==> config.mk <==
export PLATFORM = sky130hd
export DESIGN_NAME = ndacc_pool_lane
export DESIGN_NICKNAME = d
export VERILOG_FILES = /design/src/rtl/ndacc_pkg.sv /design/src/rtl/ndacc_pool_lane.sv
export SDC_FILE = /design/constraint.sdc
export NUM_CORES = 1
export LEC_CHECK = 0
export BUFFER_PORTS_ARGS = -buffer_cell sky130_fd_sc_hd__buf_4
export CAP_MARGIN = 25
export CORE_AREA = 3 3 134 200
export CTS_BUF_LIST = sky130_fd_sc_hd__clkbuf_8
export DETAILED_ROUTE_END_ITERATION = 16
export DIE_AREA = 0 0 137 203
export PLACE_DENSITY_LB_ADDON = 0.2
export SLEW_MARGIN = 25
export SYNTH_ARGS = -nofsm -noshare
export SYNTH_HDL_FRONTEND = slang
export SYNTH_SLANG_ARGS = --single-unit
==> constraint.sdc <==
create_clock -name clk -period 3.91 [get_ports clk]
set_clock_uncertainty 0.15 [all_clocks]
set_input_delay 0 -clock clk [delete_from_list [all_inputs] [get_ports clk]]
set_output_delay 0 -clock clk [all_outputs]
set_load 0.05 [all_outputs]
==> src/rtl/ndacc_pkg.sv <==
`default_nettype none
// ----------------------------------------------------------------------------
// ndacc_pkg
// Types and constants shared by the Nei distance accumulator modules.
// ----------------------------------------------------------------------------
package ndacc_pkg;

    localparam int POOLS      = 4;
    localparam int PAIRS      = (POOLS * (POOLS - 1)) / 2;
    localparam int POOL_W     = $clog2(POOLS);
    localparam int PAIR_W     = $clog2(PAIRS);
    localparam int FREQ_W     = 16;
    localparam int NEFF_W     = 24;
    localparam int SUM_W      = 34;
    localparam int PROD_W     = 2 * FREQ_W;
    localparam int CNT_W      = 24;
    localparam int OUT_ACC_W  = 48;
    localparam int NUM_W      = 43;   // signed (1 - W) << 8
    localparam int MAG_W      = NUM_W - 1;
    localparam int UNB_W      = 45;   // signed unbiased square sum, Q.32
    localparam int TERM_W     = 38;   // signed term, Q.24

    localparam logic [NEFF_W-1:0] NEFF_ONE  = NEFF_W'(256);
    localparam logic [SUM_W:0]    ONE_Q32   = (SUM_W + 1)'(1) << 32;
    localparam logic [SUM_W-1:0]  SUM_MAX   = '1;

    typedef struct packed {
        logic [FREQ_W-1:0] freq_pool0;
        logic [FREQ_W-1:0] freq_pool1;
        logic [FREQ_W-1:0] freq_pool2;
        logic [FREQ_W-1:0] freq_pool3;
        logic [NEFF_W-1:0] neff_pool0;
        logic [NEFF_W-1:0] neff_pool1;
        logic [NEFF_W-1:0] neff_pool2;
        logic [NEFF_W-1:0] neff_pool3;
        logic              site_last;
        logic              data_last;
    } in_data_t;

    typedef struct packed {
        logic [POOL_W-1:0]           pool_a;
        logic [POOL_W-1:0]           pool_b;
        logic signed [OUT_ACC_W-1:0] raw_total;
        logic signed [OUT_ACC_W-1:0] corrected_total;
        logic [CNT_W-1:0]            site_total;
        logic                        last_pair;
    } out_data_t;

    typedef struct packed {
        logic mul_en;
        logic sum_en;
        logic site_clr;
    } pool_ctrl_t;

    typedef struct packed {
        logic mul_en;
        logic sum_en;
        logic site_clr;
        logic term_en;
        logic tot_en;
        logic tot_clr;
    } pair_ctrl_t;

    function automatic int pair_index(input int a, input int b);
        return (a * (2 * POOLS - a - 1)) / 2 + (b - a - 1);
    endfunction

endpackage
`default_nettype wire

==> src/rtl/ndacc_pool_lane.sv <==
`default_nettype none
// ----------------------------------------------------------------------------
// ndacc_pool_lane
// One pool: squared frequency sum over a site and its unbiased form.
// ----------------------------------------------------------------------------
module ndacc_pool_lane
    import ndacc_pkg::*;
(
    input  wire logic                    clk,
    input  wire logic                    rst_n,
    input  wire pool_ctrl_t              ctrl,
    input  wire logic [FREQ_W-1:0]       freq,
    input  wire logic                    unb_load,
    input  wire logic signed [NUM_W-1:0] quo,
    output logic [SUM_W-1:0]             w,
    output logic signed [UNB_W-1:0]      unb
);

    logic [PROD_W-1:0]       prod_reg, prod_next;
    logic [SUM_W-1:0]        sum_reg, sum_next;
    logic signed [UNB_W-1:0] unb_reg, unb_next;
    logic [SUM_W:0]          add;

    always_comb
    begin
        prod_next = ctrl.mul_en ? freq * freq : prod_reg;
        add       = {1'b0, sum_reg} + (SUM_W + 1)'(prod_reg);
        sum_next  = sum_reg;
        if (ctrl.site_clr)
            sum_next = '0;
        else if (ctrl.sum_en)
            sum_next = add[SUM_W] ? SUM_MAX : add[SUM_W-1:0];
        unb_next = unb_reg;
        if (unb_load)
            unb_next = $signed(UNB_W'(sum_reg)) - UNB_W'(quo);
    end

    always_ff @(posedge clk or negedge rst_n)
    begin
        if (!rst_n)
            sum_reg <= '0;
        else
            sum_reg <= sum_next;
    end

    always_ff @(posedge clk)
    begin
        prod_reg <= prod_next;
        unb_reg  <= unb_next;
    end

    assign w   = sum_reg;
    assign unb = unb_reg;

endmodule
`default_nettype wire

Word-level counts from Yosys, hierarchy flattened
Index checks and enable logic that the tools add are counted.
- add/sub/neg operators: 2
- $mul: 1
- div/mod/pow operators: 0
- $lt $le $gt $ge: 0
- equal/unequal tests: 0
- shift operators: 0
- muxes and demuxes: 3
- bitwise operators: 0
- reduce and logical (&&, ||, !) cells: 1
- operators with widths (cell ; number):
    $mux 34 ; 3
    $sub 35x43->44 ; 1
    $add 34x32->35 ; 1
    $mul 16x16->32 ; 1
    $reduce_bool 2->1 ; 1
- register bits after elaboration: 111
- bits in latches: 0
- RAM bits: 0
- memory bits (read-only): 0
- input bits: 65
- output and inout bits: 79
- word-level logic and storage cells: 10
- memories: 0

Longest topological paths before layout
- word-level depth: 4
- mapped depth: 24
- depth with buffers taken out: 23

Worst setup path after synthesis
OpenSTA, ideal clock, no wires.
- path kind: input port to flip-flop
- start point: input freq[1]
- end point: register prod_reg[27], data pin
- library setup time: 0.262 ns
- arrival: 5.831 ns
- required time: 3.498 ns
- path slack: -2.333 ns
- stages: 24
- buffers on the path: 2
- path through: clkbuf_1 > clkbuf_1 > and2_1 > fa_1 > inv_1 > fa_1 > inv_1 > fa_1 > inv_1 > fa_1 > inv_1 > fa_1 > inv_1 > fa_1 > inv_1 > ha_1 > a21o_1 > a221oi_2 > o211ai_1 > a2111oi_2 > o31ai_2 > a31oi_1 > o21ai_1 > xor2_1
- cells in the longest elaborated chain, start to end: 1
- RTL lines (item ; RTL line ; RTL):
    from (decl) ; ndacc_pool_lane.sv:12 ; input wire logic [FREQ_W-1:0] freq,
    $mul 16x16->32 ; ndacc_pool_lane.sv:26 ; prod_next = ctrl.mul_en ? freq * freq : prod_reg;
    to (signal assigned) ; ndacc_pool_lane.sv:48 ; prod_reg <= prod_next;
    to (decl) ; ndacc_pool_lane.sv:19 ; logic [PROD_W-1:0] prod_reg, prod_next;
Every way passes these cells.
A chain may end at the register's enable or synchronous reset.

Worst setup path after layout
- start point: input freq[9]
- end point: register prod_reg[31], data pin
The elaborated chain is that of the path after synthesis.

==> run summary <==
Max-cap violations in this run came to 0. The die covers 27810 sq um. The minimum clock period after layout came out at ~5.6 ns. The number of placed instances, taps included is 2217. The count of boundary I/O pins came out at 144. The maximum fanout count along the critical path came out at 5. The worst hold margin came out at 0.03650 ns.

The number of nets in the layout came out at 2337. In the post-synthesis netlist, the cell with the most instances is sky130_fd_sc_hd__inv_1. STA classifies the critical path endpoint as a flip-flop. The layout overhead on the synthesized area is 25.62%. The worst register-to-register path begins at w[8]. The overall die width is 137 um. The arrival time at the worst endpoint is ~5.6 ns.

Counting distinct cell types in the post-synthesis netlist gives 76. The synthesized netlist devotes 35.87% of its cell area to adder and majority cells. The average wire per standard cell is 16.27 um. For this run, the number of Yosys warnings is 0. The routability congestion estimate came out at 0.9264. The clock net in this run drives a total of 109 sinks. The first-pass GRT wire length came out at between 60 and 70 mm. The total area inside the core boundary comes to approximately 25000 sq um. By count the netlist is led by 304 x sky130_fd_sc_hd__inv_1, 168 x sky130_fd_sc_hd__ha_1, 164 x sky130_fd_sc_hd__fa_1. Setup violations remaining at the end of the flow were counted as 22. The launching element type of the critical path is a primary input. The pin count of the biggest net entering global routing came out at 45. The share of the clock period used by the worst path is 143.9%. The final setup slack of the worst path came out at -1.716 ns. The area fraction in compound gates after synthesis is around 16%. The gate count of the mapped netlist is ~1600. After synthesis, the cell types taking the most area are sky130_fd_sc_hd__fa_1 22%, sky130_fd_sc_hd__edfxtp_1 15%, sky130_fd_sc_hd__ha_1 14%.

The endpoint of the worst-slack reg-to-reg timing path is unb[41]. The mean instance size in the synthesized netlist came out at 9.262 sq um. After filler insertion, the fill cell instance count of the layout stands at 1830. The max-slew violation count came out at 0. The flow ran to the end, but the final reports show violations. The die is just over 200 um tall. The cell with the biggest individual delay on the critical path is sky130_fd_sc_hd__fa_1.

Summed over all layers, the global routing overflow is 0. The placed wire-length estimate after detailed placement came out at 30.39 mm. The number of global-route vias before repair came out at approximately 13000.

The routed layout has 12400 vias. The leading area contributor after synthesis is sky130_fd_sc_hd__fa_1. The upper clock frequency limit is 177.7 MHz.

The DRC violation count after routing came out at 0. The worst setup slack before clock tree synthesis came out at -2.177 ns. The post-CTS clock slew at the launch and capture registers of the worst setup and hold paths is 0.10 ns.

The number of nets in the synthesized netlist is 2018. The number of routed nets with antenna violations is 0. Data on the critical path is required at its endpoint by 3.92 ns. The final cell count without fillers is 2273.

The number of enable flip-flop cells after synthesis is 75. The sequential standard cell area is 3103 sq um. The synthesis-stage register bit count is 109. The CTS buffer count came out at 9. The total length of routed wires came out at about 37 mm. The layout cell share with drive strength beyond 1 is between 20% and 30%. The portion of synthesized area spent on multiplexers is 0.2083%. The count of routing violations after the opening detailed-route iteration came out at around 440. For the pin with the worst max-slew slack, the measured transition is 0.6446 ns. For this run, the register share of the synthesized area comes to 20.67%. The global router's overall resource usage came out at 26.93%. The launch point of the critical path is freq[9]. In this run the deepest clock path goes through 2 buffers. The number of diodes came out at 0.

The worst setup path is of the primary input to flip-flop kind. The initial antenna violation count is 0. For this run, the detailed router's first-pass iteration total came to 5. The critical path ends at prod_reg[31]. The area taken by multi-input logic gates came out at 11060 sq um. TritonCTS built the clock tree. The hold violation total from the final report came out at 0. The buffer cell driving the clock tree root is sky130_fd_sc_hd__clkbuf_8. The xor and xnor area share after synthesis came out at 5.833%. By instance count, the cell type seen most on the critical path is sky130_fd_sc_hd__fa_1.

Dividing the detail-routed via count by the number of cells gives 5.457. The final reports fail on negative setup slack. By area, the combinational part of the netlist is dominated by adder cells.

The worst pin sits at a relative slew slack of 55.92%. The area share of and/or/nand/nor cells after synthesis is around an eighth. The count of buffers added on input and output ports is 143. The number of placement rows came out at 71.

The worst reg-to-reg setup slack is 0.27 ns. The mapped cell area came out at 15010 sq um. The top cell type by area accounts for 21.87% of the synthesized area. The critical path's largest stage delay is 0.51 ns. The fraction of synthesis flops using an asynchronous set or reset pin came out at a little under a third. The register with the most flip-flops in the layout has 44 of them.

The effective utilization at floorplan is 59.51%. For this run, the leading register cell type out of synthesis is sky130_fd_sc_hd__edfxtp_1. The clock latency of the later-clocked register in the worst-skew pair came out at 0.40 ns. The worst hold path belongs to the class primary input to flip-flop. The worst reg-to-reg path cell count came out at 10.

Setup repair after global routing could not meet its margin everywhere. The H-tree depth came out at 3.
worst min-delay path by stage:
stage,startpoint,to,slack (ns),depth (start not counted)
floorplan,rst_n,w[0],-0.45,0
global placement,rst_n,w[2],-0.19,1
detailed placement,rst_n,w[1],-0.19,1
CTS,quo[4],unb[4],0.02,4
global route,quo[2],unb[2],0.04,4
finish,quo[2],unb[2],0.04,4
kinds of logic (layout without fill, tap and decap cells):
| group | after synthesis | in the layout |
|---|---|---|
| xor gates and xnor gates | 100 | 100 |
| AOI/OAI and AO/OA | 333 | 333 |
| muxes | 3 | 3 |
| DFF | 109 | 109 |
| adders and majority gates | 332 | 332 |
| and+or+nand+nor | 390 | 390 |
| buffers and inverters | 354 | 678 |
timing repair:
action / CTS / global route
setup buffers: 11 / 6
gates resized for setup: 71 / 58
pin swaps: 48 / 34
hold buffers: 24 / 0
setup endpoints to repair: 23 / 25
hold endpoints to repair: 157 / 0
layout by cell type (no fill, tap or decap), types with 35 or more instances in the layout:
cell,instances
sky130_fd_sc_hd__buf_4,302
sky130_fd_sc_hd__inv_1,291
sky130_fd_sc_hd__fa_1,162
sky130_fd_sc_hd__ha_1,154
sky130_fd_sc_hd__nand2_1,122
sky130_fd_sc_hd__nor2_1,95
sky130_fd_sc_hd__a21oi_1,83
sky130_fd_sc_hd__edfxtp_1,75
sky130_fd_sc_hd__xnor2_1,63
sky130_fd_sc_hd__a21o_1,45
sky130_fd_sc_hd__and2_1,40
sky130_fd_sc_hd__o21ai_0,40
sky130_fd_sc_hd__xor2_1,35
per-stage QoR:
step	TNS [ns]	instance area [sq um]	util [%]
after floorplan	-30.91	15220	-
after global placement	-37.24	17730	70.26
after detailed placement	-39.10	17730	70.26
after CTS	-25.02	18560	73.56
after global routing	-30.79	18860	74.76
final	-27.42	18860	74.76
worst max-delay path, delay by kind of cell:
family	cells	cell delay, ns
XOR/XNOR	1	0.14
adder cells (fa/ha/maj)	7	3.16
buffers and inverters	10	0.77
AND/OR/NAND/NOR	3	0.62
AO/OA/AOI/OAI	5	0.93
layout make-up:
type,count,share of cell area [%]
Multi-Input combinational cell,1158,58.64
Sequential cell,109,16.45
Timing Repair Buffer,358,15.44
Inverter,304,6.050
Tap cell,328,2.176
Clock buffer,11,0.8027
Clock inverter,5,0.4378
routing by layer:
layer	vias to the layer above	global-route usage (%)	wire [um]
met5	-	0	0
met4	0	12.41	1609
met3	92	2.058	1127
met2	298	51.98	20500
met1	5988	29.04	13740
li1	6025	-	-
Power is left out: the tool's default activity adds up to more than one toggle a clock period on the data nets, which glitch-free logic cannot reach.
