**config.mk**
```make
export PLATFORM = sky130hd
export DESIGN_NAME = ndacc_div
export DESIGN_NICKNAME = d
export VERILOG_FILES = /design/src/rtl/ndacc_pkg.sv /design/src/rtl/ndacc_div.sv
export SDC_FILE = /design/constraint.sdc
export NUM_CORES = 1
export LEC_CHECK = 0
export BUFFER_PORTS_ARGS = -buffer_cell sky130_fd_sc_hd__buf_2
export CORE_MARGIN = 4
export CORE_UTILIZATION = 55
export DETAILED_ROUTE_END_ITERATION = 8
export PLACE_DENSITY = 0.8
export REMOVE_ABC_BUFFERS = 1
export SLEW_MARGIN = 20
export SYNTH_ARGS = -nofsm -noshare
export SYNTH_HDL_FRONTEND = slang
export SYNTH_SLANG_ARGS = --single-unit
```
**constraint.sdc**
```tcl
create_clock -name clk -period 7.2 [get_ports clk]
set_clock_uncertainty 0.1 [all_clocks]
set_input_delay 0 -clock clk [delete_from_list [all_inputs] [get_ports clk]]
set_output_delay 0 -clock clk [all_outputs]
set_load 0.005 [all_outputs]
```
**src/rtl/ndacc_pkg.sv**
```systemverilog
`default_nettype none
// ----------------------------------------------------------------------------
// ndacc_pkg
// Types and constants shared by the Nei distance accumulator modules.
// ----------------------------------------------------------------------------
package ndacc_pkg;

    localparam int POOLS      = 4;
    localparam int PAIRS      = (POOLS * (POOLS - 1)) / 2;
    localparam int POOL_W     = $clog2(POOLS);
    localparam int PAIR_W     = $clog2(PAIRS);
    localparam int FREQ_W     = 16;
    localparam int NEFF_W     = 24;
    localparam int SUM_W      = 34;
    localparam int PROD_W     = 2 * FREQ_W;
    localparam int CNT_W      = 24;
    localparam int OUT_ACC_W  = 48;
    localparam int NUM_W      = 43;   // signed (1 - W) << 8
    localparam int MAG_W      = NUM_W - 1;
    localparam int UNB_W      = 45;   // signed unbiased square sum, Q.32
    localparam int TERM_W     = 38;   // signed term, Q.24

    localparam logic [NEFF_W-1:0] NEFF_ONE  = NEFF_W'(256);
    localparam logic [SUM_W:0]    ONE_Q32   = (SUM_W + 1)'(1) << 32;
    localparam logic [SUM_W-1:0]  SUM_MAX   = '1;

    typedef struct packed {
        logic [FREQ_W-1:0] freq_pool0;
        logic [FREQ_W-1:0] freq_pool1;
        logic [FREQ_W-1:0] freq_pool2;
        logic [FREQ_W-1:0] freq_pool3;
        logic [NEFF_W-1:0] neff_pool0;
        logic [NEFF_W-1:0] neff_pool1;
        logic [NEFF_W-1:0] neff_pool2;
        logic [NEFF_W-1:0] neff_pool3;
        logic              site_last;
        logic              data_last;
    } in_data_t;

    typedef struct packed {
        logic [POOL_W-1:0]           pool_a;
        logic [POOL_W-1:0]           pool_b;
        logic signed [OUT_ACC_W-1:0] raw_total;
        logic signed [OUT_ACC_W-1:0] corrected_total;
        logic [CNT_W-1:0]            site_total;
        logic                        last_pair;
    } out_data_t;

    typedef struct packed {
        logic mul_en;
        logic sum_en;
        logic site_clr;
    } pool_ctrl_t;

    typedef struct packed {
        logic mul_en;
        logic sum_en;
        logic site_clr;
        logic term_en;
        logic tot_en;
        logic tot_clr;
    } pair_ctrl_t;

    function automatic int pair_index(input int a, input int b);
        return (a * (2 * POOLS - a - 1)) / 2 + (b - a - 1);
    endfunction

endpackage
`default_nettype wire

```
**src/rtl/ndacc_div.sv**
```systemverilog
`default_nettype none
// ----------------------------------------------------------------------------
// ndacc_div
// Serial restoring divider, one quotient bit a cycle, truncating toward zero.
// ----------------------------------------------------------------------------
module ndacc_div
    import ndacc_pkg::*;
(
    input  wire logic                    clk,
    input  wire logic                    rst_n,
    input  wire logic                    start,
    input  wire logic signed [NUM_W-1:0] num,
    input  wire logic [NEFF_W-1:0]       den,
    output logic                         done,
    output logic signed [NUM_W-1:0]      quo
);

    localparam int CW = $clog2(MAG_W + 1);

    logic              busy_reg, busy_next;
    logic              done_reg, done_next;
    logic              neg_reg, neg_next;
    logic [CW-1:0]     cnt_reg, cnt_next;
    logic [MAG_W-1:0]  mag_reg, mag_next;
    logic [NEFF_W-1:0] rem_reg, rem_next;
    logic [NEFF_W-1:0] den_reg, den_next;
    logic [NEFF_W:0]   trial;
    logic [NUM_W-1:0]  abs_num;

    always_comb
    begin
        abs_num   = num[NUM_W-1] ? (-num) : num;
        trial     = {rem_reg, mag_reg[MAG_W-1]};
        busy_next = busy_reg;
        done_next = 1'b0;
        neg_next  = neg_reg;
        cnt_next  = cnt_reg;
        mag_next  = mag_reg;
        rem_next  = rem_reg;
        den_next  = den_reg;
        if (start)
        begin
            busy_next = 1'b1;
            neg_next  = num[NUM_W-1];
            mag_next  = abs_num[MAG_W-1:0];
            rem_next  = '0;
            den_next  = den;
            cnt_next  = '0;
        end
        else if (busy_reg)
        begin
            if (trial >= {1'b0, den_reg})
            begin
                rem_next = NEFF_W'(trial - {1'b0, den_reg});
                mag_next = {mag_reg[MAG_W-2:0], 1'b1};
            end
            else
            begin
                rem_next = trial[NEFF_W-1:0];
                mag_next = {mag_reg[MAG_W-2:0], 1'b0};
            end
            cnt_next = cnt_reg + CW'(1);
            if (cnt_reg == CW'(MAG_W - 1))
            begin
                busy_next = 1'b0;
                done_next = 1'b1;
            end
        end
    end

    always_ff @(posedge clk or negedge rst_n)
    begin
        if (!rst_n)
        begin
            busy_reg <= 1'b0;
            done_reg <= 1'b0;
            cnt_reg  <= '0;
        end
        else
        begin
            busy_reg <= busy_next;
            done_reg <= done_next;
            cnt_reg  <= cnt_next;
        end
    end

    always_ff @(posedge clk)
    begin
        neg_reg <= neg_next;
        mag_reg <= mag_next;
        rem_reg <= rem_next;
        den_reg <= den_next;
    end

    assign done = done_reg;
    assign quo  = neg_reg ? -$signed({1'b0, mag_reg}) : $signed({1'b0, mag_reg});

endmodule
`default_nettype wire

```
Word-level counts from Yosys, hierarchy flattened
Index checks and enable logic that the tools add are counted.
Storage, ports and cells
  memories kept: 0
  bits in writable memories: 0
  bits in latches: 0
  ROM bits: 0
  register bits: 99
Cells by class
  eq/ne operators: 1
  div/mod/pow operators: 0
  multipliers: 0
  bitwise logic cells: 0
  reductions and logical operators: 1
  mux-type cells: 14
  $lt $le $gt $ge: 1
  shifts and indexed selects: 0
  add/subtract/negate cells: 4
Operator list (count)
  $mux W42: 3
  $mux W43: 1
  $neg A42 Y43: 1
  $neg A42 Y42: 1
  $ge A25 B24 Y1: 1
  $mux W24: 1
  $sub A24 B24 Y24: 1
  $mux W6: 2
  $mux W1: 7
  $add A6 B1 Y6 const B: 1
  $eq A6 B6 Y1 const B: 1
  $reduce_bool A2 Y1: 1

Depth between registers and ports, before layout
  depth in word-level cells: 4
  depth in mapped cells: 12
  gate-level depth less buffers: 11

Least setup slack after synthesis
OpenSTA, ideal clock, no wires.
  kind: reg-to-reg
  start: register den_reg[14]
  end: register rem_reg[17]
  library setup time: 125 ps
  period minus slack after synthesis: 2837 ps
  cell stages (with the launch flop): 12
  data arrival time: 2612 ps
  setup slack: 4363 ps
  data required time: 6975 ps
  cells stage by stage: edfxtp_1 -> inv_1 -> ha_1 -> clkbuf_1 -> nand3_1 -> or3b_2 -> a21oi_1 -> a311oi_1 -> a21oi_2 -> clkbuf_1 -> mux2i_1 -> o21ai_0
On the way
  cells in the longest elaborated chain, start to end: 2
RTL lines
  start: declaration: RTL line ndacc_div.sv:26  | logic [NEFF_W-1:0] den_reg, den_next;
  start signal: assignment: RTL line ndacc_div.sv:92  | den_reg <= den_next;
  $sub A24 B24 Y24 / $ge A25 B24 Y1 (equally long branches): RTL line ndacc_div.sv:54, ndacc_div.sv:52
  $mux W24 (*): RTL line ndacc_div.sv:52  | if (trial >= {1'b0, den_reg})
  end signal: assignment: RTL line ndacc_div.sv:91  | rem_reg <= rem_next;
  end: declaration: RTL line ndacc_div.sv:25  | logic [NEFF_W-1:0] rem_reg, rem_next;
Mark *: on every way between the ends. The rest lies on a longest branch, timed or not.
A chain may end at the register's enable or synchronous reset.

Final worst setup path
  start: register mag_reg[41]
  end: register rem_reg[22]
On the way
  cells in the longest elaborated chain, start to end: 2
RTL lines
  start: declaration: RTL line ndacc_div.sv:24  | logic [MAG_W-1:0] mag_reg, mag_next;
  start signal: assignment: RTL line ndacc_div.sv:90  | mag_reg <= mag_next;
  $sub A24 B24 Y24 / $ge A25 B24 Y1 (equally long branches): RTL line ndacc_div.sv:54, ndacc_div.sv:52
  $mux W24 (*): RTL line ndacc_div.sv:52
Marks and branches as above.

==> impl_metrics.yaml <==
status:
  outcome: "finished with violations"
  violations: "hold timing"
sta:
  maxSlewHeadroom: 0.2667
  whs_ps: -10.81
  finalSetupViolations: 0
  worstMarginPinSlew_ps: 1096
  slew_viol_final: 0
  rsz0062_at_grt: "no"
  finalSetupTns_ps: 0
  fin_crit_sh: 0.5204
  hold_viol_final: 1
  period_minus_slack_ps: 3747
  clock.fmax_mhz: 266.9
synth:
  synth_area_sq_mm: 0.006972
  yosysWarnings: 0
  synth_seq_cells: 99
  synthCells: 773
  synth_area_per_cell_sq_um: 9.019
  ys_seq_area_frac: 0.3862
  synth_ff_type: "edfxtp_1"
  ys_async_sr_fraction: 0.08081
  synth_edf_count: 67
  yosysUniqueCellTypes: 60
global_routing:
  grt_pass1_wl_um: 29970
  grt_overflow: 0
  grt_use_total: 0.2510
  antenna_found_initial: 0
  grt_max_degree: 70
  grt_pass1_vias: 6302
floorplan:
  die_h_um: 120.6
  die_area_sq_mm: 0.01454
  io_pins: 114
  die_w_um: 120.6
  start_util: 0.5709
  core.rowCount: 40
  core_area_sq_mm: 0.01221
finish:
  diodes: 0
  fin_nets: 1030
  fill_cells: 934
  area_delta_synth_final_pct: 23.51
  stdcell_count: 1104
  drive_gt1_frac: 0.1677
  largest_register_ff_count: 42
  design_area_sq_mm: 0.008611
job:
  maxCapViolCount: 0
clock_network:
  cts.sinks: 99
  cts_resized: 0
  clockRootBuffer: "clkbuf_16"
  worstSkewPairLatency_ps: 350
  max-clock-path-buffers: 2
  h-tree-depth: 3
  cts_setup_buffers: 0
  cts_buffers: 9
  clkTransAtPathRegs_ps: 70
  ctsHoldBuffers: 66
  cts_tree: "done"
critical_path:
  rr_worst_depth: 11
  worstPathCellList: "inv_1, ha_1, fa_1, nor2b_1, o31a_1, o21ai_0, o21ai_0, a221oi_1, nor4_1, nor4_1, a211oi_1"
  start_kind: "register"
  crit_path_max_incr_delay_ps: 640
  required_ps: 7290
  critical_path.slowest_cell: "a221oi_1"
  arrival_ps: 3840
  cp_max_fo: 4
  endpoint_kind: "register"
  crit_type: "reg2reg"
hold_path:
  hold_class: "in2reg"
  hold_depth: 3
drt:
  wirelength_um: 18110
  num_vias: 6311
  dr.first_iter.drc_count: 386
  wl_per_cell_um: 16.41
  vias_per_cell: 5.716
  drt-pass1-iter-count: 5
  drtAntennaViolNets: 0
  drc: 0
placed_design:
  dpl-instance-area_sq_mm: 0.007644
  placed_cells: 1022
  routabilityCongestion: 0.8792
  dp_hpwl_um: 11780
  io_buffers: 113
pwr:
  p_per_area_mw_per_mm2: 257.1
  irDropWorstVdd_mv: 0.1586
  power.leakage_nw: 3.496
  finalPower_mw: 2.214
## routing by layer
layer / vias up / part of all wire / GRT usage
met5: - / 0 / 0
met4: 0 / 0.017 / 0.06657
met3: 33 / 0.064 / 0.06408
met2: 217 / 0.49 / 0.4314
met1: 2951 / 0.42 / 0.3147
li1: 3110 / - / -
## placed cells by master, fill, tap and decap left out, types with 7 or more instances in the layout
cell type      netlist  layout
ha_1                28      28
xor2_1              47      47
dfrtp_1              8       8
or4_1                7       7
edfxtp_1            67      67
nor3_1              17      17
o31ai_1             26      26
a211oi_1            12      12
nor4_1               7       7
xnor2_1             54      54
o21ai_0             43      43
nand4_1              7       7
a21o_1              10      10
nand2_1             51      51
nand2b_1             9       9
dfxtp_1             24      24
inv_1               39      39
nor2_1              83      83
mux2i_1             15      15
nand3_1              9       9
or3_1               17      17
dlygate4sd3_1        0      66
buf_2                1     112
a21oi_1             67      67
clkbuf_16            0       9
## power by group
group | leakage [nW] | switching [mW] | internal, mW
combinational | 2.38 | 0.499 | 0.416
clock | 0.146 | 0.208 | 0.289
sequential | 0.972 | 0.0891 | 0.712
total | 3.50 | 0.796 | 1.42
## layout make-up
cell class | count | area (sq um) | area share
clock inverter | 3 | 46.29 | 0.005376
timing repair buffer | 184 | 1266 | 0.1470
tap | 168 | 210.2 | 0.02441
inverter | 39 | 146.4 | 0.01700
sequential | 99 | 2693 | 0.3127
multi-input combinational | 598 | 3989 | 0.4632
clock buffer | 13 | 260.3 | 0.03022
## critical path: cells and delay by family, from the launching register on
kind | cells | cell delay (ps)
AND/OR/NAND/NOR | 3 | 470
AO/OA/AOI/OAI | 5 | 2000
flip-flops | 1 | 480
buffers and inverters | 1 | 110
adder cells (fa/ha/maj) | 2 | 420
## Yosys cell counts (6+ instances only)
library cell  number  area (sq um)
nor2_1            83         311.6
a21oi_1           67         335.3
edfxtp_1          67          2012
xnor2_1           54         473.0
nand2_1           51         191.4
xor2_1            47         411.6
o21ai_0           43         215.2
inv_1             39         146.4
clkbuf_1          31         116.4
ha_1              28         350.3
o31ai_1           26         195.2
dfxtp_1           24         480.5
nor3_1            17         85.08
or3_1             17         106.4
mux2i_1           15         150.1
a211oi_1          12         90.09
a21o_1            10         75.07
nand2b_1           9         56.30
nand3_1            9         45.04
dfrtp_1            8         200.2
nand4_1            7         43.79
nor4_1             7         43.79
or4_1              7         52.55
nor2b_1            6         37.54
nor3b_1            6         45.04
o21bai_1           6         45.04
or2_2              6         37.54
or3_4              6         67.56
## cell families (layout without fill, tap and decap cells)
logic type / after synthesis / count (layout) / share of synthesized area
compound gates: 207 / 207 / 0.1906
buf+inv: 76 / 239 / 0.04164
fa+ha+maj: 29 / 29 / 0.05312
simple gates: 246 / 246 / 0.1800
mux: 15 / 15 / 0.02154
flops: 99 / 99 / 0.3862
xor+xnor: 101 / 101 / 0.1269
## through the flow
| stage | hold slack [ps] | util | setup WS, ps |
|---|---|---|---|
| after floorplan | -395.6 | - | 3965 |
| after global placement | -243.3 | 0.6259 | 3649 |
| after detailed placement | -243.5 | 0.6259 | 3581 |
| after CTS | 1.478 | 0.7051 | 3520 |
| after global routing | 2.043 | 0.7051 | 3179 |
| final | -10.81 | 0.7051 | 3453 |
## worst paths after layout
check	from	endpoint	slack [ps]
min in group asynchronous	rst_n	cnt_reg[3]	520
setup / recovery	mag_reg[41]	rem_reg[22]	3450
hold / removal	num[32]	mag_reg[32]	-10
max in group asynchronous	rst_n	cnt_reg[4]	6200
hold reg to reg	rem_reg[21]	rem_reg[21]	390
setup reg to reg	mag_reg[41]	rem_reg[22]	3450
No activity file was read; power rests on OpenSTA's default activity.
