### config.mk
export PLATFORM = sky130hd
export DESIGN_NAME = ndacc_pair_lane
export DESIGN_NICKNAME = d
export VERILOG_FILES = /design/src/rtl/ndacc_pkg.sv /design/src/rtl/ndacc_pair_lane.sv
export SDC_FILE = /design/constraint.sdc
export NUM_CORES = 2
export LEC_CHECK = 0
export BUFFER_PORTS_ARGS = -buffer_cell sky130_fd_sc_hd__buf_4
export CORE_MARGIN = 2
export CORE_UTILIZATION = 52
export DETAILED_ROUTE_END_ITERATION = 10
export GPL_TIMING_DRIVEN = 0
export HOLD_SLACK_MARGIN = 0.1
export PLACE_DENSITY = 0.72
export SLEW_MARGIN = 20
export SYNTH_ARGS = -nofsm -noshare
export SYNTH_HDL_FRONTEND = slang
export SYNTH_SLANG_ARGS = --single-unit
### constraint.sdc
create_clock -name clk -period 10.02 [get_ports clk]
set_input_delay 1.002 -clock clk [delete_from_list [all_inputs] [get_ports clk]]
set_output_delay 1.002 -clock clk [all_outputs]
set_load 0.02 [all_outputs]
### src/rtl/ndacc_pkg.sv
`default_nettype none
// ----------------------------------------------------------------------------
// ndacc_pkg
// Types and constants shared by the Nei distance accumulator modules.
// ----------------------------------------------------------------------------
package ndacc_pkg;

    localparam int POOLS      = 4;
    localparam int PAIRS      = (POOLS * (POOLS - 1)) / 2;
    localparam int POOL_W     = $clog2(POOLS);
    localparam int PAIR_W     = $clog2(PAIRS);
    localparam int FREQ_W     = 16;
    localparam int NEFF_W     = 24;
    localparam int SUM_W      = 34;
    localparam int PROD_W     = 2 * FREQ_W;
    localparam int CNT_W      = 24;
    localparam int OUT_ACC_W  = 48;
    localparam int NUM_W      = 43;   // signed (1 - W) << 8
    localparam int MAG_W      = NUM_W - 1;
    localparam int UNB_W      = 45;   // signed unbiased square sum, Q.32
    localparam int TERM_W     = 38;   // signed term, Q.24

    localparam logic [NEFF_W-1:0] NEFF_ONE  = NEFF_W'(256);
    localparam logic [SUM_W:0]    ONE_Q32   = (SUM_W + 1)'(1) << 32;
    localparam logic [SUM_W-1:0]  SUM_MAX   = '1;

    typedef struct packed {
        logic [FREQ_W-1:0] freq_pool0;
        logic [FREQ_W-1:0] freq_pool1;
        logic [FREQ_W-1:0] freq_pool2;
        logic [FREQ_W-1:0] freq_pool3;
        logic [NEFF_W-1:0] neff_pool0;
        logic [NEFF_W-1:0] neff_pool1;
        logic [NEFF_W-1:0] neff_pool2;
        logic [NEFF_W-1:0] neff_pool3;
        logic              site_last;
        logic              data_last;
    } in_data_t;

    typedef struct packed {
        logic [POOL_W-1:0]           pool_a;
        logic [POOL_W-1:0]           pool_b;
        logic signed [OUT_ACC_W-1:0] raw_total;
        logic signed [OUT_ACC_W-1:0] corrected_total;
        logic [CNT_W-1:0]            site_total;
        logic                        last_pair;
    } out_data_t;

    typedef struct packed {
        logic mul_en;
        logic sum_en;
        logic site_clr;
    } pool_ctrl_t;

    typedef struct packed {
        logic mul_en;
        logic sum_en;
        logic site_clr;
        logic term_en;
        logic tot_en;
        logic tot_clr;
    } pair_ctrl_t;

    function automatic int pair_index(input int a, input int b);
        return (a * (2 * POOLS - a - 1)) / 2 + (b - a - 1);
    endfunction

endpackage
`default_nettype wire

### src/rtl/ndacc_pair_lane.sv
`default_nettype none
// ----------------------------------------------------------------------------
// ndacc_pair_lane
// One pool pair: cross product sum, Nei terms and saturating totals.
// ----------------------------------------------------------------------------
module ndacc_pair_lane
    import ndacc_pkg::*;
#(
    parameter int ACC_WIDTH = 48
)
(
    input  wire logic                    clk,
    input  wire logic                    rst_n,
    input  wire pair_ctrl_t              ctrl,
    input  wire logic [FREQ_W-1:0]       freq_a,
    input  wire logic [FREQ_W-1:0]       freq_b,
    input  wire logic [SUM_W-1:0]        w_a,
    input  wire logic [SUM_W-1:0]        w_b,
    input  wire logic signed [UNB_W-1:0] unb_a,
    input  wire logic signed [UNB_W-1:0] unb_b,
    input  wire logic                    pair_ok,
    output logic signed [ACC_WIDTH-1:0]  raw_tot,
    output logic signed [ACC_WIDTH-1:0]  corr_tot,
    output logic [CNT_W-1:0]             cnt
);

    localparam int SW = (ACC_WIDTH > TERM_W ? ACC_WIDTH : TERM_W) + 1;
    localparam logic signed [SW-1:0] AMAX = (SW'(1) <<< (ACC_WIDTH - 1)) - SW'(1);
    localparam logic signed [SW-1:0] AMIN = -AMAX - SW'(1);

    logic [PROD_W-1:0]           prod_reg, prod_next;
    logic [SUM_W-1:0]            cross_reg, cross_next;
    logic signed [TERM_W-1:0]    raw_term_reg, raw_term_next;
    logic signed [TERM_W-1:0]    corr_term_reg, corr_term_next;
    logic                        ok_reg, ok_next;
    logic signed [ACC_WIDTH-1:0] raw_reg, raw_next;
    logic signed [ACC_WIDTH-1:0] corr_reg, corr_next;
    logic [CNT_W-1:0]            cnt_reg, cnt_next;
    logic [SUM_W:0]              add;
    logic signed [UNB_W+1:0]     raw_q33, corr_q33;
    logic signed [UNB_W+1:0]     raw_q24, corr_q24;
    logic signed [SW-1:0]        raw_sum, corr_sum;

    function automatic logic signed [ACC_WIDTH-1:0] clamp(input logic signed [SW-1:0] v);
        if (v > AMAX)
            return AMAX[ACC_WIDTH-1:0];
        else if (v < AMIN)
            return AMIN[ACC_WIDTH-1:0];
        return v[ACC_WIDTH-1:0];
    endfunction

    always_comb
    begin
        prod_next  = ctrl.mul_en ? freq_a * freq_b : prod_reg;
        add        = {1'b0, cross_reg} + (SUM_W + 1)'(prod_reg);
        cross_next = cross_reg;
        if (ctrl.site_clr)
            cross_next = '0;
        else if (ctrl.sum_en)
            cross_next = add[SUM_W] ? SUM_MAX : add[SUM_W-1:0];

        // Q.33 terms, then floor to Q.24
        raw_q33  = $signed((UNB_W + 2)'(w_a)) + $signed((UNB_W + 2)'(w_b))
                 - $signed((UNB_W + 2)'({cross_reg, 1'b0}));
        corr_q33 = (UNB_W + 2)'(unb_a) + (UNB_W + 2)'(unb_b)
                 - $signed((UNB_W + 2)'({cross_reg, 1'b0}));
        raw_q24  = raw_q33 >>> 9;
        corr_q24 = corr_q33 >>> 9;
        raw_term_next  = ctrl.term_en ? raw_q24[TERM_W-1:0] : raw_term_reg;
        corr_term_next = ctrl.term_en ? corr_q24[TERM_W-1:0] : corr_term_reg;
        ok_next        = ctrl.term_en ? pair_ok : ok_reg;

        raw_sum  = SW'(raw_reg) + SW'(raw_term_reg);
        corr_sum = SW'(corr_reg) + SW'(corr_term_reg);
        raw_next  = raw_reg;
        corr_next = corr_reg;
        cnt_next  = cnt_reg;
        if (ctrl.tot_clr)
        begin
            raw_next  = '0;
            corr_next = '0;
            cnt_next  = '0;
        end
        else if (ctrl.tot_en && ok_reg)
        begin
            raw_next  = clamp(raw_sum);
            corr_next = clamp(corr_sum);
            if (cnt_reg != '1)
                cnt_next = cnt_reg + CNT_W'(1);
        end
    end

    always_ff @(posedge clk or negedge rst_n)
    begin
        if (!rst_n)
        begin
            cross_reg <= '0;
            raw_reg   <= '0;
            corr_reg  <= '0;
            cnt_reg   <= '0;
        end
        else
        begin
            cross_reg <= cross_next;
            raw_reg   <= raw_next;
            corr_reg  <= corr_next;
            cnt_reg   <= cnt_next;
        end
    end

    always_ff @(posedge clk)
    begin
        prod_reg      <= prod_next;
        raw_term_reg  <= raw_term_next;
        corr_term_reg <= corr_term_next;
        ok_reg        <= ok_next;
    end

    assign raw_tot  = raw_reg;
    assign corr_tot = corr_reg;
    assign cnt      = cnt_reg;

endmodule
`default_nettype wire

Yosys cells after proc, flatten, opt, wreduce, memory -nomap -nowiden:

Cells that the tools add are included.

* output and inout bits: 120
* logic and storage cells: 51
* bits in registers: 252
* input bits: 199

* multiply operators: 1
* order comparisons: 4
* equality and inequality tests: 1
* reduce and logical (&&, ||, !) cells: 5
* multiplexer cells: 24
* add/sub/neg operators: 8

Operators by type and width (number)
* $mux 48: 10
* $mux 34: 3
* $gt 49x48->1 const B: 2
* $lt 49x48->1 const B: 2
* $mux 24: 3
* $add 48x27->49: 1
* $add 48x38->49: 1
* $sub 46x36->47: 1
* $add 45x45->46: 1
* $sub 35x35->36: 1
* $add 34x32->35: 1
* $add 34x34->35: 1
* $mul 16x16->32: 1
* $add 24x1->24 const B: 1
* $ne 24x24->1 const B: 1
* $mux 1: 8
* $reduce_bool 2->1: 3
* $reduce_and 2->1: 1
* $logic_and 1x1->1: 1

Logic depth before layout (Yosys ltp):

* depth in word-level cells: 9
* mapped depth: 26
* gate-level depth less buffers: 25

Least setup slack after synthesis:

Ideal clock, no wire load.

* path kind: input to register
* start point: in freq_b[9]
* end point: reg prod_reg[30], data pin
* required time: 9.762 ns
* stages on the path: 22
* buffers on the path: 1
* library setup time: 0.258 ns
* arrival time: 6.780 ns
* path slack: 2.983 ns
* cells stage by stage: clkbuf_1 nand2_1 fa_1 inv_1 fa_1 inv_1 fa_1 inv_1 fa_1 fa_1 inv_1 fa_1 inv_1 ha_1 o31a_1 o21a_1 a41o_1 o41a_1 a2111o_1 a21o_1 a21oi_1 xnor2_1

* cells in the longest elaborated chain, start to end: 1

RTL lines
* start, declared: line ndacc_pair_lane.sv:16 `input wire logic [FREQ_W-1:0] freq_b,`
* $mul 16x16->32: line ndacc_pair_lane.sv:54 `prod_next = ctrl.mul_en ? freq_a * freq_b : prod_reg;`
* end signal, assigned: line ndacc_pair_lane.sv:113 `prod_reg <= prod_next;`
* end, declared: line ndacc_pair_lane.sv:31 `logic [PROD_W-1:0] prod_reg, prod_next;`

Every way passes these cells.
A chain may end at the register's enable or synchronous reset.

Worst setup path in the final report:

* start point: in freq_a[6]
* end point: reg prod_reg[30], data pin

* cells in the longest elaborated chain, start to end: 1

RTL lines
* start, declared: line ndacc_pair_lane.sv:15 `input wire logic [FREQ_W-1:0] freq_a,`
* $mul 16x16->32: line ndacc_pair_lane.sv:54

Every way passes these cells.

==> flow_metrics.tcl <==
set metrics [dict create \
    power_frac_clock 0.108 \
    die_area_mm2 0.0597 \
    drive_gt1_frac 0.110 \
    cts_resized 0 \
    async_flop_share 0.611 \
    critPathLaunchType "input pin" \
    nFillCells 5164 \
    hold_ws_ps 373 \
    ys_seq_elements 252 \
    overflow 0 \
    setup_slack_ps 2750 \
    cts_setup_buffers 0 \
    yosysMostFrequentCell "inv_1" \
    max_cap_viol_count 0 \
    ir_worst_vdd_v 0.000217 \
    synthCells 3477 \
    cts-htree-levels 1 \
    fin_setup_tns_ps 0 \
    fp-row-count 88 \
    drtAntennaViolNets 0 \
    grt_pass1_vias 24900 \
    min_path_type "input pin to async pin" \
    io_buffers 316 \
    p_int_mw 5.48 \
    core-area_mm2 0.0575 \
    crit_type "input pin to flop" \
    rsz0062_at_grt "no" \
    power_density_mw_per_mm2 301 \
    clk_path_buf_depth 3 \
    vias_per_cell 5.44 \
    dpl.hpwl_um 67000 \
    syn-cell-area_mm2 0.0301 \
    required_ps 10330 \
    grt_first_pass_wirelength_um 130000 \
    drv_slew 0 \
    comb_power_share 0.703 \
    slew_headroom 0.353 \
    routedWlPerCell_um 17.5 \
    nets 4608 \
    ys.warnings.count 0 \
    synth_edf_count 98 \
    start_util 0.523 \
    postLayoutCoreUtil 0.599 \
    grtUsageTotal 0.272 \
    clock_latency_ps 570 \
    yosysSeqAreaShare 0.226 \
    synth_ff_type "dfrtp_1" \
    yosysUniqueCellTypes 93 \
    die_w_um 244 \
    cp.arrival_ps 7590 \
    setup_viol 0 \
    avgSynthCellArea_um2 8.65 \
    place_congestion 0.940 \
    synth_common_cells "inv_1 (601), nand2_1 (382), ha_1 (320), fa_1 (264), nor2_1 (218)" \
    numCtsBuffers 29 \
    outcome "completed" \
    finalClockSkew_ps 10.4 \
    antenna_found_initial 3 \
    grt_max_degree 90 \
    finalPower_mw 10.4 \
    area_growth_syn_to_layout_pct 14.5 \
    cts_tree "done" \
    leakage_nw 17.7 \
    yosys.area.top_type "fa_1" \
    p_sw_frac 0.471 \
    min_period_ps 7270 \
    hold_violations 0 \
    reg2reg_depth 14 \
    die_y_um 244 \
    cp-end-kind "flop" \
    synth_area_leaders "fa_1 (18%), ha_1 (13%), dfrtp_1 (13%)" \
    first_pass_iters 5 \
    cts_root_buffer "clkbuf_16" \
    synth.top_cell.area_share 0.176 \
    clk_pin_slew_ps 60 \
    drc 0 \
    p_seq_frac 0.189 \
    crit_fanout 10 \
    totalWireLength_um 80900 \
    clock.fmax_mhz 137 \
    ioPinCount 319 \
    worst_pin_slew_ps 971 \
    drtIter0Drc 1311 \
    route.vias.total 25100 \
    p_switching_mw 4.88 \
    synthesis.nets 4260 \
    period_share 0.726 \
    dpl_worst_slack_ps 2190 \
    cts.sinks 252 \
    hold_buffers 0 \
]
cells by family (layout without fill, tap and decap cells):
logic type | Yosys count | count (layout) | share of synthesized area
AND/OR/NAND/NOR | 997 | 997 | 0.157
other | 0 | 5 | 0
multiplexers | 3 | 3 | 0.00104
XOR/XNOR | 199 | 199 | 0.0580
AO/OA/AOI/OAI | 736 | 736 | 0.159
buffers and inverters | 705 | 1075 | 0.0894
adder cells (fa/ha/maj) | 585 | 585 | 0.309
flip-flops | 252 | 252 | 0.226
layer usage:
layer | track usage | up-vias | part of all wire | wire length [um]
li1 | - | 12200 | - | -
met1 | 0.343 | 11900 | 0.41 | 32800
met2 | 0.470 | 780 | 0.48 | 38500
met3 | 0.0404 | 192 | 0.075 | 6080
met4 | 0.107 | 4 | 0.043 | 3460
met5 | 0 | - | 0.00033 | 27
cells in the final DEF (no fill, tap or decap), types with 25 or more instances in the layout:
master / instances
nand4_1: 28
inv_1: 601
nand3_1: 50
a21oi_1: 200
nor2_1: 218
ha_1: 320
clkbuf_1: 85
edfxtp_1: 98
nand2_1: 382
dfrtp_1: 154
and2_1: 141
o21ai_1: 73
fa_1: 264
and3_1: 28
nor2b_1: 25
a211oi_1: 49
o21a_1: 28
o21ai_0: 121
xnor2_1: 121
xor2_1: 78
a21o_1: 96
clkbuf_16: 30
nor3_1: 40
buf_4: 320
cell type report:
type | instances | area, um2 | share of cell area
multi-input combinational | 2520 | 20600 | 0.598
inverter | 602 | 2260 | 0.0656
clock inverter | 14 | 170 | 0.00494
clock buffer | 39 | 825 | 0.0239
sequential | 252 | 6800 | 0.197
tap | 765 | 957 | 0.0278
buffer | 103 | 427 | 0.0124
antenna | 5 | 12.5 | 0.000363
timing repair buffer | 317 | 2410 | 0.0699
stage by stage:
stage          cells  instance area [um2]
3_5_place_dp    4559                33400
5_1_grt         4613                34400
6_report        4617                34400
3_3_place_gp    4558                33400
4_1_cts         4612                34400
2_1_floorplan   3477                30100
path summary, 6_finish.rpt:
check	start	endpoint	slack (ps)
max	freq_a[6]	prod_reg[30]	2750
min	rst_n	corr_tot[37]	370
max reg2reg	cross_reg[6]	corr_term_reg[36]	5550
min reg2reg	corr_tot[12]	corr_tot[12]	500
max in group asynchronous	rst_n	raw_tot[4]	8750
min in group clk	corr_tot[12]	corr_tot[12]	500
critical path: stages:
cell      delay, ps
buf_4           140
clkbuf_1        510
nand2_1         180
fa_1            570
inv_1            60
fa_1            550
fa_1            450
fa_1            540
fa_1            550
inv_1            50
fa_1            530
inv_1            40
ha_1            320
or2_2           320
o31a_1          110
o21a_1          140
a41o_1          290
o41a_1          400
a2111o_1        410
a21o_1          160
a21oi_1         160
xnor2_1          80
power groups by stage:
| stage | registers (mW) | clock network [mW] | logic (mW) |
|---|---|---|---|
| 6_report | 1.96 | 1.12 | 7.28 |
| 5_1_grt | 2.00 | 1.17 | 8.31 |
| 4_1_cts | 1.97 | 1.14 | 7.30 |
| 3_5_place_dp | 1.98 | 0 | 7.25 |
| 3_3_place_gp | 1.98 | 0 | 7.11 |
| 2_1_floorplan | 1.95 | 0 | 5.60 |
Note: power is estimated with default switching activity, not from simulation.
